### src/rtl/ncma_pkg.sv
`default_nettype none
package ncma_pkg;

    localparam int WINDOW   = 16;
    localparam int NCHAN    = 9;
    localparam int SAMPLE_W = 16;
    localparam int IDX_W    = (WINDOW > 1) ? $clog2(WINDOW) : 1;
    localparam int SUM_W    = SAMPLE_W + IDX_W;
    localparam int DATA_W   = NCHAN * SAMPLE_W;

    // per-cycle control shared by all lanes
    typedef struct packed {
        logic             acc;   // sample request taken this cycle
        logic             adv;   // sum stage updates this cycle
        logic [IDX_W-1:0] idx;   // ring slot being replaced
    } lane_ctrl_t;

endpackage
`default_nettype wire

### src/rtl/ncma_lane.sv
`default_nettype none
module ncma_lane (
    input  wire logic                                 aclk,
    input  wire logic                                 aresetn,
    input  wire ncma_pkg::lane_ctrl_t                 ctrl,
    input  wire logic signed [ncma_pkg::SAMPLE_W-1:0] sample,
    output logic signed [ncma_pkg::SAMPLE_W-1:0]      mean_next
);
    import ncma_pkg::*;

    logic signed [SAMPLE_W-1:0] ring_mem [WINDOW];
    logic [WINDOW-1:0]          vld_reg;
    logic signed [SAMPLE_W-1:0] old_reg;
    logic                       old_vld_reg;
    logic signed [SAMPLE_W-1:0] new_reg;
    logic signed [SUM_W-1:0]    sum_reg;
    logic signed [SUM_W-1:0]    sum_next;
    logic signed [SUM_W-1:0]    old_ext;
    logic signed [SUM_W-1:0]    new_ext;

    // read-first ring: old entry leaves as the new one lands
    always_ff @(posedge aclk) begin
        if (ctrl.acc) begin
            old_reg             <= ring_mem[ctrl.idx];
            old_vld_reg         <= vld_reg[ctrl.idx];
            ring_mem[ctrl.idx]  <= sample;
            new_reg             <= sample;
        end
    end

    // slots never written read as zero
    always_ff @(posedge aclk) begin
        if (!aresetn) begin
            vld_reg <= '0;
        end else if (ctrl.acc) begin
            vld_reg[ctrl.idx] <= 1'b1;
        end
    end

    always_comb begin
        old_ext  = old_vld_reg ? {{IDX_W{old_reg[SAMPLE_W-1]}}, old_reg} : '0;
        new_ext  = {{IDX_W{new_reg[SAMPLE_W-1]}}, new_reg};
        sum_next = sum_reg - old_ext + new_ext;
        // floor shift by log2 of the window
        mean_next = sum_next[IDX_W +: SAMPLE_W];
    end

    always_ff @(posedge aclk) begin
        if (!aresetn) begin
            sum_reg <= '0;
        end else if (ctrl.adv) begin
            sum_reg <= sum_next;
        end
    end

endmodule
`default_nettype wire

### src/rtl/nine_channel_moving_average.sv
// nine-channel boxcar moving average
//
// s_ channel: one nine-axis sensor sample per request, packed in s_tdata as
// nine signed 16-bit channels (accel x/y/z, gyro x/y/z, mag x/y/z, lowest
// bits first). m_ channel: one result per request, the window mean of each
// channel in the same order, rounded toward minus infinity.
//
// each channel runs in its own lane: a ring of the last WINDOW samples and a
// running sum that drops the overwritten entry and adds the new one. the
// lane outputs are merged into one output register.
//
// an accepted request passes the ring-read stage, then the sum update into the
// output register, before m_tvalid rises. throughput: one request per cycle
// while m_tready keeps the output register draining.
//
// reset (aresetn low, synchronous) empties the pipeline, clears the sums and the
// ring valid bits, so the mean ramps up from zero over the first WINDOW samples.
// when the receiver stalls, the output register holds, one more request can
// sit in the ring-read stage, then s_tready drops until m_tready returns.
`default_nettype none
module nine_channel_moving_average (
    input  wire logic                               aclk,
    input  wire logic                               aresetn,
    input  wire logic                               s_tvalid,
    output logic                                    s_tready,
    // accel_x, accel_y, accel_z, gyro_x, gyro_y, gyro_z, mag_x, mag_y, mag_z
    input  wire logic [ncma_pkg::DATA_W-1:0]        s_tdata,
    output logic                                    m_tvalid,
    input  wire logic                               m_tready,
    // mean_accel_x, mean_accel_y, mean_accel_z, mean_gyro_x, mean_gyro_y,
    // mean_gyro_z, mean_mag_x, mean_mag_y, mean_mag_z
    output logic [ncma_pkg::DATA_W-1:0]             m_tdata
);
    import ncma_pkg::*;

    localparam logic [IDX_W-1:0] IDX_ONE = IDX_W'(1);

    logic              a_valid_reg;    // request sitting in the ring-read stage
    logic              m_tvalid_reg;
    logic [DATA_W-1:0] m_tdata_reg;
    logic [DATA_W-1:0] m_tdata_next;
    logic [IDX_W-1:0]  idx_reg;        // ring slot the next sample replaces
    logic              b_adv;          // output register free or emptying
    logic              accept;
    lane_ctrl_t        ctrl;
    logic signed [SAMPLE_W-1:0] lane_mean [NCHAN];

    assign b_adv    = !m_tvalid_reg || m_tready;
    assign s_tready = !a_valid_reg || b_adv;
    assign accept   = s_tvalid && s_tready;

    assign ctrl.acc = accept;
    assign ctrl.adv = a_valid_reg && b_adv;
    assign ctrl.idx = idx_reg;

    // one lane per sensor channel
    for (genvar c = 0; c < NCHAN; c++) begin : g_lane
        ncma_lane u_lane (
            .aclk      (aclk),
            .aresetn   (aresetn),
            .ctrl      (ctrl),
            .sample    (s_tdata[c*SAMPLE_W +: SAMPLE_W]),
            .mean_next (lane_mean[c])
        );
    end

    // merge lane means into the result word
    always_comb begin
        for (int c = 0; c < NCHAN; c++) begin
            m_tdata_next[c*SAMPLE_W +: SAMPLE_W] = lane_mean[c];
        end
    end

    always_ff @(posedge aclk) begin
        if (!aresetn) begin
            a_valid_reg  <= 1'b0;
            m_tvalid_reg <= 1'b0;
            idx_reg      <= '0;
        end else begin
            if (s_tready) begin
                a_valid_reg <= s_tvalid;
            end
            if (b_adv) begin
                m_tvalid_reg <= a_valid_reg;
            end
            if (accept) begin
                // wraps at the window size
                idx_reg <= idx_reg + IDX_ONE;
            end
        end
    end

    // result register only loads when a sum update is taken
    always_ff @(posedge aclk) begin
        if (ctrl.adv) begin
            m_tdata_reg <= m_tdata_next;
        end
    end

    assign m_tvalid = m_tvalid_reg;
    assign m_tdata  = m_tdata_reg;

    // stalled ring-read stage keeps its request
    assert property (@(posedge aclk) disable iff (!aresetn)
        a_valid_reg && !b_adv |=> a_valid_reg)
        else $error("ring-read stage lost a request under stall");

    // every accepted request moves the ring slot by one
    assert property (@(posedge aclk) disable iff (!aresetn)
        accept |=> idx_reg == $past(idx_reg) + IDX_ONE)
        else $error("ring slot did not advance on accept");

    // a request leaving the ring-read stage shows up as a result
    assert property (@(posedge aclk) disable iff (!aresetn)
        a_valid_reg && b_adv |=> m_tvalid_reg)
        else $error("result missing after sum update");

    // reset empties the output
    assert property (@(posedge aclk) !aresetn |=> !m_tvalid_reg)
        else $error("result valid right after reset");

endmodule
`default_nettype wire
### config.mk
export PLATFORM = sky130hd
export DESIGN_NAME = nine_channel_moving_average
export DESIGN_NICKNAME = d
export VERILOG_FILES = /design/src/rtl/ncma_pkg.sv /design/src/rtl/ncma_lane.sv /design/src/rtl/nine_channel_moving_average.sv
export SDC_FILE = /design/constraint.sdc
export NUM_CORES = 2
export LEC_CHECK = 0
export ABC_AREA = 1
export BUFFER_PORTS_ARGS = -buffer_cell sky130_fd_sc_hd__buf_4
export CAP_MARGIN = 20
export CELL_PAD_IN_SITES_DETAIL_PLACEMENT = 1
export CELL_PAD_IN_SITES_GLOBAL_PLACEMENT = 1
export CORE_MARGIN = 1
export CORE_UTILIZATION = 55
export DETAILED_ROUTE_END_ITERATION = 6
export GPL_TIMING_DRIVEN = 1
export PLACE_DENSITY_LB_ADDON = 0.1
export SLEW_MARGIN = 40
export SYNTH_ARGS = -nofsm -noshare
export SYNTH_HDL_FRONTEND = slang
export SYNTH_SLANG_ARGS = --single-unit
### constraint.sdc
create_clock -name aclk -period 16.01 [get_ports aclk]
set_clock_uncertainty 0.15 [all_clocks]
set_input_delay 1.601 -clock aclk [delete_from_list [all_inputs] [get_ports aclk]]
set_output_delay 1.601 -clock aclk [all_outputs]
set_load 0.05 [all_outputs]
=== Word level (Yosys, flattened, before mapping) ===
Memory sizes are Yosys's and may differ from the RTL's. A register that Yosys moved wholly into a read port is not among the register bits.
Index checks and enable logic that the tools add are counted.

* $add $sub $neg: 19
* Multipliers: 0
* Div/mod/pow operators: 0
* Magnitude comparators: 2
* Eq/ne operators: 0
* Shifts and indexed selects: 0
* Mux-type cells: 31
* Bitwise logic cells: 9
* Reductions and logical operators: 7

{| class="wikitable"
|+ Operator list
! cell !! count
|-
| 20-bit by 16-bit adder with 20-bit output || 9
|-
| 20-bit 2-to-1 mux || 9
|-
| 20-bit subtractor || 9
|-
| 16-bit OR || 9
|-
| 1-bit binary-select mux with 4-bit select || 9
|-
| 1-bit 2-to-1 mux || 12
|-
| 4-bit by 5-bit < comparator with 1-bit output, second input constant || 1
|-
| 4-bit by 1-bit adder with 4-bit output, second input constant || 1
|-
| 1-bit demux with 4-bit select || 1
|-
| 4-bit by 1-bit greater-or-equal comparator with 1-bit output, second input constant || 1
|-
| 1-bit logical AND || 3
|-
| 1-bit zero test || 2
|-
| 1-bit logical OR || 2
|}

* Register bits after elaboration: 627
* Bits in latches: 0
* Bits in writable memories: 2304
* Memory bits (read-only): 0
* Input port bits: 148
* Output and inout port bits: 146
* Word-level logic and storage cells: 117
* Memories kept: 9

{| class="wikitable"
|+ Memories
! name !! depth !! width !! rd ports !! clocked after Yosys merged registers in !! wr ports !! RTL line !! text
|-
| g_lane[0].u_lane.ring_mem || 16 || 16 || 1 || 1 || 1 || ncma_lane.sv:11 || <nowiki>logic signed [SAMPLE_W-1:0] ring_mem [WINDOW];</nowiki>
|-
| g_lane[1].u_lane.ring_mem || 16 || 16 || 1 || 1 || 1 || ncma_lane.sv:11 ||
|-
| g_lane[2].u_lane.ring_mem || 16 || 16 || 1 || 1 || 1 || ncma_lane.sv:11 ||
|-
| g_lane[3].u_lane.ring_mem || 16 || 16 || 1 || 1 || 1 || ncma_lane.sv:11 ||
|-
| g_lane[4].u_lane.ring_mem || 16 || 16 || 1 || 1 || 1 || ncma_lane.sv:11 ||
|-
| g_lane[5].u_lane.ring_mem || 16 || 16 || 1 || 1 || 1 || ncma_lane.sv:11 ||
|-
| +3 memories || -- || -- || -- || -- || -- || -- ||
|}

=== Depth between registers and ports, before layout ===
* Depth after elaboration: 6
* Mapped depth: 19
* Depth with buffers taken out: 17

=== By module ===
From an unflattened synthesis, not the netlist that was laid out.

* Cells, all modules: 10676
* Area, all modules: 129954.6 um^2

{| class="wikitable"
|+ By module, submodules not included
! module !! instances !! cells an instance !! area each (um^2) !! seq. area each (um^2)
|-
| ncma_lane (g_lane[0].u_lane ...) || 8 || 1166 || 13929.6 || 9399.0
|-
| ncma_lane (g_lane[1].u_lane) || 1 || 1166 || 13903.3 || 9399.0
|-
| nine_channel_moving_average || 1 || 182 || 4614.4 || 4444.3
|}

=== Least setup slack after synthesis ===
Ideal clock, no wire load.

* Kind: in2reg
* Start: in m_tready
* End: mem g_lane[0].u_lane.ring_mem[10][0], enable pin
* Library setup time: 0.490 ns
* Arrival: 10.045 ns
* Data required time: 15.370 ns
* Slack: 5.325 ns
* Stages: 7
* Buffers on the path: 1
* Cell sequence: inv_1 -> nand3_1 -> nand2_2 -> inv_1 -> buf_2 -> nand2_1 -> inv_1

* Longest elaborated chain between the ends: 5

{| class="wikitable"
|+ Ends and longest elaborated chain
! element !! RTL line !! text
|-
| start, declared || nine_channel_moving_average.sv:29 || <nowiki>input wire logic m_tready,</nowiki>
|-
| 1-bit logical OR || nine_channel_moving_average.sv:48 || <nowiki>assign b_adv = !m_tvalid_reg || m_tready;</nowiki>
|-
| 1-bit logical OR || nine_channel_moving_average.sv:49 || <nowiki>assign s_tready = !a_valid_reg || b_adv;</nowiki>
|-
| via s_tready || nine_channel_moving_average.sv:25 || <nowiki>output logic s_tready,</nowiki>
|-
| 1-bit logical AND || nine_channel_moving_average.sv:50 || <nowiki>assign accept = s_tvalid && s_tready;</nowiki>
|-
| via accept || nine_channel_moving_average.sv:44 || <nowiki>logic accept;</nowiki>
|-
| 1-bit 2-to-1 mux || ncma_lane.sv:23 || <nowiki>if (ctrl.acc) begin</nowiki>
|-
| 1-bit 2-to-1 mux (not written as such) || ncma_lane.sv:26 || <nowiki>ring_mem[ctrl.idx] <= sample;</nowiki>
|-
| end, declared || ncma_lane.sv:11 ||
|}

The timed path passes the listed nets, and every way through them passes these cells.

=== Worst setup path after layout ===
* Start: in m_tready
* End: mem g_lane[4].u_lane.ring_mem[14][4], enable pin

* Longest elaborated chain between the ends: 5

{| class="wikitable"
|+ Ends and longest elaborated chain
! element !! RTL line
|-
| 1-bit logical OR || nine_channel_moving_average.sv:48
|-
| 1-bit logical OR || nine_channel_moving_average.sv:49
|-
| 1-bit logical AND || nine_channel_moving_average.sv:50
|-
| 1-bit 2-to-1 mux || ncma_lane.sv:23
|-
| 1-bit 2-to-1 mux (not written as such) || ncma_lane.sv:26
|-
| end, declared || ncma_lane.sv:11
|}

Every way passes these cells.

==> tab_implementation.tex <==
\begin{tabular}{lr}
\hline
Metric & Value \\
\hline
\multicolumn{2}{l}{\textbf{Timing}} \\
\quad Fin Setup TNS & 0 ps \\
\quad Minimum setup slack in the final design & 10520 ps \\
\quad Rel. slew slack & 36.9\% \\
\quad Measured slew at the worst slew-check pin & 947 ps \\
\quad Final critical delay including setup and external delays & 5490 ps \\
\quad Setup repair after global routing missed its margin & false \\
\quad Final number of max-transition violations & 0 \\
\quad Highest achievable clock rate & 182 MHz \\
\quad Final setup violation count & 0 \\
\quad Final Hold Violating Endpoints & 0 \\
\quad Hold Worst Slack & 307 ps \\
\quad Final clock period utilization by the worst path & 34.3\% \\
\multicolumn{2}{l}{\textbf{Placement}} \\
\quad Placed cell count & 14700 \\
\quad RD Place Congestion & 0.868 \\
\quad Area after detailed placement & 136000 um\^{}2 \\
\quad Worst setup timing slack at the placement stage & 9590 ps \\
\quad Count of buffers inserted at the top-level ports & 293 \\
\quad Estimated wirelength of the detail-placed design & 225000 um \\
\multicolumn{2}{l}{\textbf{Clocking}} \\
\quad Post-CTS setup buffers & 0 \\
\quad Post-cts repair resize count & 0 \\
\quad Clock tree from TritonCTS & yes \\
\quad Cell at the root of the clock tree & clkbuf\_16 \\
\quad Clock network latency to the later pin of the worst-skew pair & a little under 1000 ps \\
\quad Number of levels the H-tree was split into & 5 \\
\quad Number of buffers created by CTS & approximately 340 \\
\quad Clk pin slew, worst setup/hold paths & around 60 ps \\
\quad Number of sinks driven by the clock tree & 3075 \\
\quad CTS Buffer Depth & 4 \\
\quad Cts hold-fix bufs & 0 \\
\multicolumn{2}{l}{\textbf{Final layout}} \\
\quad Sequential cell area & 89000 um\^{}2 \\
\quad Final standard cell area without fillers & 147000 um\^{}2 \\
\quad Number of flip-flops under the largest register name & 2304 \\
\quad Fillers & 24000 \\
\quad Total number of nets in the final design & 12400 \\
\quad Fraction of layout cells with a size suffix above 1 & 7.39\% \\
\quad Fin cells & 15300 \\
\quad Multi-input logic area & between 30000 and 40000 um\^{}2 \\
\quad Area Growth Syn to Fin & 11.9\% \\
\multicolumn{2}{l}{\textbf{Synth}} \\
\quad Prevailing post-synth register cell & edfxtp\_1 \\
\quad Async set-reset flop share out of synthesis & 0\% \\
\quad Synthesized area per cell & 11.2 um\^{}2 \\
\quad Syn. warnings & 0 \\
\quad Cell count after synthesis & approximately 12000 \\
\quad Sequential element share of the synthesized area & 67.9\% \\
\quad Synth cell count leaders & edfxtp\_1, nand2\_1, nor2\_1 \\
\quad Net count after synthesis & 12200 \\
\quad Number of distinct standard cells referenced by the synthesized netlist & 30 \\
\quad Cell taking the most area after synthesis & edfxtp\_1 \\
\quad Most repeated cell in the gate-level netlist after synthesis & edfxtp\_1 \\
\quad Share of the synthesized area in the top cell type & 62.8\% \\
\quad Post-synth EDFFs & 2745 \\
\quad Synth area leaders & edfxtp\_1, nand2\_1, o21ai\_0 \\
\quad Number of synthesized register bits & around 3100 \\
\quad Post-Syn Area & about 130000 um\^{}2 \\
\multicolumn{2}{l}{\textbf{Run}} \\
\quad \# Max-Cap Violations & 0 \\
\multicolumn{2}{l}{\textbf{GRT}} \\
\quad Global-route usage over all layers & 32.4\% \\
\quad Pin count of the biggest net entering global routing & 219 \\
\quad Antenna violations before repair & 19 \\
\quad Via count of the first global-routing pass & 98300 \\
\quad Gr ovfl total & 0 \\
\quad Wire length of the first global-routing pass & 592000 um \\
\multicolumn{2}{l}{\textbf{Setup path}} \\
\quad Kind of capture point of the worst setup path & register \\
\quad Data required, critical path & 16440 ps \\
\quad Worst Reg-to-Reg Cells & 9 \\
\quad Critical-path maximum fanout & 130 \\
\quad Worst reg2reg setup slack & 10860 ps \\
\quad Type of the setup path with the least slack & in2reg \\
\quad Arrival @ worst endpoint & 5920 ps \\
\quad Endpoint of the most critical register-to-register path & g\_lane[1].u\_lane.old\_reg[2] \\
\quad RR Startpoint & idx\_reg[0] \\
\quad Startpoint kind of the worst setup timing path & input pin \\
\multicolumn{2}{l}{\textbf{Status}} \\
\quad Outcome & finished clean \\
\multicolumn{2}{l}{\textbf{Route}} \\
\quad Wire length per cell & 25.8 um \\
\quad Via density & 5.97 \\
\quad Detailed Routing Iterations Pass 1 & 6 \\
\quad Remaining antenna violation count after routing & 0 \\
\quad Starting DRT DRC Count & 7989 \\
\quad Total wire length after detailed routing & 394000 um \\
\quad Via count & slightly above 90000 \\
\quad DRC Markers & 0 \\
\multicolumn{2}{l}{\textbf{Floorplanning}} \\
\quad Row count & 178 \\
\quad Die Ht & 490 um \\
\quad DIE WIDTH & 490 um \\
\quad Core box area & roughly 240000 um\^{}2 \\
\quad Die ar. & roughly 240000 um\^{}2 \\
\quad Initial Util & 55.6\% \\
\quad I/O pin count & 294 \\
\multicolumn{2}{l}{\textbf{Hold path}} \\
\quad Type of the most critical hold path & reg2reg \\
\quad Hold endpoint & g\_lane[0].u\_lane.vld\_reg[14] \\
\quad Worst hold path stage count & 2 \\
\quad Origin of the worst min-delay path & g\_lane[0].u\_lane.vld\_reg[14] \\
\multicolumn{2}{l}{\textbf{Pwr}} \\
\quad Leakage power summed over all cells & 0.0562 uW \\
\quad VDD IR-drop max & 0.000110 V \\
\quad Power density normalized to cell area & 139 nW/um\^{}2 \\
\hline
\end{tabular}
where the power goes:
part	total (uW)	internal, uW	switching (uW)
clock network	7430	4260	3170
registers	9250	9130	114
logic	3800	1080	2720
total	20500	14500	6000
critical path, cell delays in order:
cell	delay [ps]
buf_4	80
inv_1	40
nand3_1	120
nand2_2	230
inv_12	620
buf_4	740
nand2_1	610
inv_12	520
buf_16	370
buf_4	720
layer usage:
metal,vias up,wire (um),GRT usage (%)
li1,40500,-,-
met1,46400,156000,41.1
met2,3477,200000,56.8
met3,797,24200,3.97
met4,4,13900,12.5
met5,-,27,0
worst max-delay path by stage:
| stage | from | end | slack (ps) | cells past startpoint |
|---|---|---|---|---|
| CTS | m_tready | g_lane[4].u_lane.ring_mem[14][3] | 10570 | 9 |
| floorplan | m_tready | g_lane[0].u_lane.ring_mem[10][0] | 5330 | 7 |
| global route | m_tready | g_lane[4].u_lane.ring_mem[14][4] | 10360 | 10 |
| detailed placement | m_tready | g_lane[4].u_lane.ring_mem[14][4] | 9590 | 9 |
| global placement | m_tready | g_lane[0].u_lane.ring_mem[8][1] | 9370 | 9 |
| finish | m_tready | g_lane[4].u_lane.ring_mem[14][4] | 10520 | 10 |
area by class of cell:
class / instances / area share, %
antenna: 7 / 0.0119
clock buffer: 430 / 6.22
clock inverter: 162 / 0.815
inverter: 1387 / 3.67
multi-input combinational: 6647 / 23.5
sequential: 3075 / 60.7
tap: 3150 / 2.68
timing repair buffer: 404 / 2.44
kinds of logic (layout without fill, tap and decap cells):
family,after synthesis,count (layout),share of synthesized area (%)
fa+ha+maj,355,355,4.36
buf+inv,1957,2383,5.87
xor+xnor,90,90,0.601
compound gates,2384,2384,9.70
other cells,0,7,0
flops,3075,3075,67.9
simple gates,3818,3818,11.6
metrics by stage:
| stage | utilization, % | power [uW] |
|---|---|---|
| floorplan | - | 11900 |
| global placement | 57.5 | 13000 |
| detailed placement | 57.7 | 13200 |
| CTS | 62.1 | 20500 |
| global route | 62.2 | 21200 |
| finish | 62.2 | 20500 |
layout by cell type (no fill, tap or decap), drive strengths merged:
cell type,synthesis,final
o21a,18,18
diode,0,7
o21bai,9,9
fa,171,171
ha,184,184
nand2,1813,1813
nand3,294,294
clkbuf,336,430
or2,9,9
buf,234,404
nand4,163,163
bufinv,0,15
o22ai,576,576
xnor2,18,18
a21oi,437,437
clkinv,0,123
edfxtp,2745,2745
nor2,1503,1503
clkinvlp,0,15
and2,9,9
inv,1387,1396
dfxtp,330,330
o21ai,1344,1344
xor2,72,72
nor3,27,27
Power figures use the tool's default switching activity.
